File: config.mk
export PLATFORM = sky130hd
export DESIGN_NAME = comds_div
export DESIGN_NICKNAME = d
export VERILOG_FILES = /design/src/hw/rtl/comds_pkg.sv /design/src/hw/rtl/comds_div.sv
export SDC_FILE = /design/constraint.sdc
export NUM_CORES = 1
export LEC_CHECK = 0
export BUFFER_PORTS_ARGS = -buffer_cell sky130_fd_sc_hd__buf_2
export CAP_MARGIN = 25
export CORE_ASPECT_RATIO = 1.5
export CORE_MARGIN = 4
export CORE_UTILIZATION = 58
export CTS_CLUSTER_SIZE = 28
export DETAILED_ROUTE_END_ITERATION = 6
export GPL_ROUTABILITY_DRIVEN = 0
export HOLD_SLACK_MARGIN = 0.06
export PLACE_DENSITY = 0.89
export RECOVER_POWER = 100
export SYNTH_ARGS = -nofsm -noshare
export SYNTH_HDL_FRONTEND = slang
export SYNTH_SLANG_ARGS = --single-unit
File: constraint.sdc
create_clock -name aclk -period 4.35 [get_ports aclk]
set_input_delay 0 -clock aclk [delete_from_list [all_inputs] [get_ports aclk]]
set_output_delay 0 -clock aclk [all_outputs]
set_load 0.02 [all_outputs]
File: src/hw/rtl/comds_pkg.sv
package comds_pkg;

    localparam int ID_W      = 12;
    localparam int POS_W     = 32;
    localparam int MASS_W    = 24;
    localparam int SUM_W     = 64;
    localparam int TMASS_W   = 31;
    localparam int PROD_W    = POS_W + MASS_W + 1;
    localparam int S_TDATA_W = 136;
    localparam int M_TDATA_W = 208;
    localparam int S_PAD_W   = S_TDATA_W - (ID_W + 3 * POS_W + MASS_W);
    localparam int M_PAD_W   = M_TDATA_W - (ID_W + 6 * POS_W);
    localparam int DIV_CNT_W = $clog2(POS_W);

    typedef logic [ID_W-1:0]           atom_id_t;
    typedef logic signed [POS_W-1:0]   pos_t;
    typedef logic [MASS_W-1:0]         mass_t;
    typedef logic signed [SUM_W-1:0]   sum_t;
    typedef logic [TMASS_W-1:0]        tmass_t;

    typedef struct packed {
        atom_id_t id;
        pos_t     x;
        pos_t     y;
        pos_t     z;
    } atom_t;

    typedef struct packed {
        logic load;
        logic clear;
    } acc_ctl_t;

    typedef enum logic [2:0] {
        ST_LOAD,
        ST_DRAIN,
        ST_DIV_GO,
        ST_DIV_WAIT,
        ST_EMIT_RD,
        ST_EMIT_WR
    } state_t;

    function automatic pos_t sat_sub(pos_t a, pos_t b);
        logic signed [POS_W:0] d;
        d = {a[POS_W-1], a} - {b[POS_W-1], b};
        if (d[POS_W] != d[POS_W-1]) begin
            return d[POS_W] ? {1'b1, {(POS_W-1){1'b0}}} : {1'b0, {(POS_W-1){1'b1}}};
        end
        return d[POS_W-1:0];
    endfunction

endpackage

File: src/hw/rtl/comds_div.sv
module comds_div (
    input  logic              aclk,
    input  logic              aresetn,
    input  logic              start,
    input  comds_pkg::sum_t   dividend,
    input  comds_pkg::tmass_t divisor,
    output logic              done,
    output comds_pkg::pos_t   quotient
);
    import comds_pkg::*;

    logic                 busy_reg;
    logic                 fin_reg;
    logic                 done_reg;
    logic [DIV_CNT_W-1:0] cnt_reg;
    logic                 neg_reg;
    tmass_t               rem_reg;
    logic [POS_W-1:0]     mag_reg;
    tmass_t               d_reg;
    pos_t                 q_reg;

    sum_t             mag_full;
    logic [TMASS_W:0] trial;
    logic [TMASS_W:0] diff;
    logic             take;

    // quotient magnitude stays below 2^32, so the top half starts below the divisor
    always_comb begin
        mag_full = dividend[SUM_W-1] ? -dividend : dividend;
        trial    = {rem_reg, mag_reg[POS_W-1]};
        diff     = trial - {1'b0, d_reg};
        take     = (trial >= {1'b0, d_reg});
    end

    always_ff @(posedge aclk) begin
        if (!aresetn) begin
            busy_reg <= 1'b0;
            fin_reg  <= 1'b0;
            done_reg <= 1'b0;
        end else if (start) begin
            busy_reg <= 1'b1;
            fin_reg  <= 1'b0;
            done_reg <= 1'b0;
        end else if (busy_reg) begin
            if (cnt_reg == DIV_CNT_W'(POS_W - 1)) begin
                busy_reg <= 1'b0;
                fin_reg  <= 1'b1;
            end
        end else if (fin_reg) begin
            fin_reg  <= 1'b0;
            done_reg <= 1'b1;
        end
    end

    always_ff @(posedge aclk) begin
        if (start) begin
            cnt_reg <= '0;
            neg_reg <= dividend[SUM_W-1];
            rem_reg <= mag_full[POS_W+TMASS_W-1:POS_W];
            mag_reg <= mag_full[POS_W-1:0];
            d_reg   <= divisor;
        end else if (busy_reg) begin
            cnt_reg <= cnt_reg + 1'b1;
            rem_reg <= take ? diff[TMASS_W-1:0] : trial[TMASS_W-1:0];
            mag_reg <= {mag_reg[POS_W-2:0], take};
        end
        if (fin_reg) begin
            q_reg <= neg_reg ? pos_t'(-mag_reg) : pos_t'(mag_reg);
        end
    end

    assign done     = done_reg;
    assign quotient = q_reg;

endmodule

==> metrics.log <==
[metrics] deepest clock path buffer count: 2
[metrics] number of enable flip-flop cells after synthesis: 127
[metrics] post-synthesis async set-or-reset flop share: 0%
[metrics] starting utilization of the core area: 59.0%
[metrics] Vias: 7,860
[metrics] clk_skew: 0.0244 ns
[metrics] netlist area before placement: 8850 um2
[metrics] Data required, critical path: 4.39 ns
[metrics] power density over the cells: 501 nW/um2
[metrics] post-detailed-route wirelength per cell: 19.2 um
[metrics] final wirelength: 25.3 mm
[metrics] most common cell after layout, fill and taps aside: edfxtp_1
[metrics] highest-count cells in the layout ignoring fill and taps: 127 x edfxtp_1, 90 x buf_2, 85 x nand2_1
[metrics] syn_area_per_cell: 9.87 um2
[metrics] standby leakage power: 4.38 nW
[metrics] clock sink total: 135
[metrics] number of buffers added on ports: 130
[metrics] buffers plus inverters on the worst setup path: 2
[metrics] Die Ht: 159 um
[metrics] cell breakdown of the critical path: inv_1 -> ha_1 -> fa_1 -> nor2b_1 -> o21bai_1 -> a211oi_1 -> o211ai_1 -> nor4b_1 -> nor2_4 -> clkbuf_1 -> mux2i_1 -> o21ai_0
[metrics] fraction of layout cells with a size suffix above 1: 13.3%
[metrics] TritonCTS clock tree: built
[metrics] HPWL after detailed placement: 16.2 mm
[metrics] part of the cycle the worst path needs: 87.0%
[metrics] Final TNS setup: 0 ns
[metrics] clock period minus final worst setup slack: 3.78 ns
[metrics] Startpoint Class: register
[metrics] actual slew at the worst max-slew pin: 2.89 ns
[metrics] post-synthesis net count: 1,030
[metrics] Critical Path AT: 3.83 ns
[metrics] antenna violations before repair: 1
[metrics] Clock Tree Root: clkbuf_16
[metrics] pre-CTS setup slack: 0.805 ns
[metrics] core utilization of the finished layout: 73.4%
[metrics] Die Wd: 109 um
[metrics] setup violators final: 0
[metrics] antenna-violating nets left: 0
[metrics] Hold Violations, Final: 0
[metrics] router iterations before antenna repair: 5
[metrics] Congestion Overflow GR: 0
[metrics] final-layout fill cell count: 1,065
[metrics] Yosys warning count: 0
[metrics] number of DRC markers in iteration 0: 527
[metrics] die outline area: 17,300 um2
[metrics] max-slew violations: 112
[metrics] number of global-route vias before repair: 8,236
[metrics] clock-pin slew on the worst setup and hold paths: 0.07 ns
[metrics] CP Capture Type: register
[metrics] pin count of the biggest net entering global routing: 106
[metrics] net total in the final layout: 1,237
[metrics] setup repair after global routing missed its margin: false
[metrics] CP Max Fanout: 22
[metrics] standard cell area after detailed placement: 9680 um2
[metrics] Setup Crit Path Kind: reg -> reg
[metrics] DRC: 0
[metrics] remaining max-slew budget at the tightest pin: -92.5%
[metrics] register bit total from synthesis: 135
[metrics] dominant synthesized flop cell: edfxtp_1
[metrics] area of the multi-input gates: 4560 um2
[metrics] Area growth, synth to finish: 24.5%
[metrics] post-synthesis cell count: 896
[metrics] global-route wire length before repair: 39.8 mm
[metrics] sequential-to-total area share from yosys stat: 44.9%
[metrics] Hold WC Path Type: in -> reg
[metrics] deepest level of the CTS H-tree: 4
[metrics] Max VDD drop: 0.342 mV
[metrics] number of gates resized after CTS: 0
[metrics] Via-to-Cell Ratio: 5.97
[metrics] source-to-sink clock delay at the later pin of the worst-skew pair: 0.43 ns
[metrics] core footprint: 15,000 um2
[metrics] cell family with the largest share of critical-path delay: simple AND/OR/NAND/NOR gates
[metrics] violated checks: capacitance limit, slew limit
[metrics] Synth cell types: 63
[metrics] result of the run: finished with violations
[metrics] Design Area, Final: 11,000 um2
[metrics] number of placement rows: 55
[metrics] worst-path cell with the longest stage delay: nor2_4
[metrics] Post-Route Hold Slack: 0.0525 ns
[metrics] Ports: 131
[metrics] max_cap viols: 2
[metrics] setup slack of the critical path after layout: 0.565 ns
[metrics] CTS Buf Count: 17
[metrics] gr usage total: 29.3%
[metrics] Fmax: 264 MHz
[metrics] slowest cell delay on critical path: 0.61 ns
[metrics] FF/Latch Area: 3970 um2
-- worst min-delay path: stages --
cell and delay, ns:
buf_2 0.11, xnor2_1 0.11, nand2_1 0.04, o21ai_0 0.09
-- cell families after synthesis --
kind of cell               synth area share, %
DFF                                       44.9
adders and majority gates                 5.18
buffers and inverters                     3.49
AOI/OAI and AO/OA                         15.5
and+or+nand+nor                           15.2
xor gates and xnor gates                  12.1
muxes                                     3.65
-- where the power goes --
group          total (mW)  internal, mW  switching, mW
Clock                1.42         0.802          0.615
Sequential           1.83          1.70          0.139
Combinational        2.27          1.00           1.27
-- final timing paths --
path / startpoint / to / slack (ns) / depth (start not counted)
hold reg to reg: cnt_reg[4] / cnt_reg[4] / 0.52 / 2
hold / removal: dividend[49] / rem_reg[17] / 0.05 / 4
setup / recovery: mag_reg[31] / rem_reg[17] / 0.57 / 12
setup reg to reg: mag_reg[31] / rem_reg[17] / 0.57 / 12
-- layer usage --
layer	track usage (%)	wire length (um)
met1	31.5	8720
met2	53.3	13600
met3	4.46	1560
met4	16.4	1370
met5	0	0
-- final cells by class --
type                       instances  area share [%]
tap                              199            2.26
timing repair buffer             223            13.6
antenna                            2          0.0454
clock buffer                      18            3.90
multi-input combinational        680            41.4
clock inverter                    14            1.25
sequential                       135            36.1
inverter                          46            1.57
-- repair_timing --
action	in CTS	in global routing
hold buffers	84	0
endpoints found under the hold margin	86	0
buffers inserted	0	0
-- through the flow --
stage | cells | total power, mW
after detailed placement | 1198 | 3.99
after global routing | 1316 | 5.82
after CTS | 1314 | 5.47
final | 1317 | 5.52
after floorplan | 896 | 3.47
after global placement | 1198 | 3.90
-- synth_stat cells (all sizes together), types with 2 or more instances --
cell     number  area share [%]
ha           35             4.9
a21oi        64             3.6
nand2        85             3.6
nand2b        3            0.21
inv          46             2.0
xnor2        67             6.6
and3          7            0.49
or2          13            0.95
a211oi        5            0.42
nor3b         2            0.17
nor2         68             2.9
nor4b         3            0.37
nand4         8            0.57
o21ai        68             3.8
mux2i        30             3.4
nor3         10            0.57
o22ai         2            0.14
buf           5            0.27
mux2          2            0.25
nand3        12            0.68
and4          2            0.20
xor2         55             5.4
nand3b        6            0.51
dfxtp         8             1.8
a21boi        2            0.17
nor2b         6            0.42
a21o         16             1.4
o21a          5            0.42
and2          2            0.14
or4           9            0.81
o41ai         8            0.96
clkbuf       30             1.3
or3          24             1.9
a31oi         9            0.64
o2111ai       2            0.20
nor4          6            0.49
o31ai        25             2.2
o21bai        2            0.17
edfxtp      127              43
o211ai        4            0.34
a31o          2            0.20
Power figures use the tool's default switching activity.
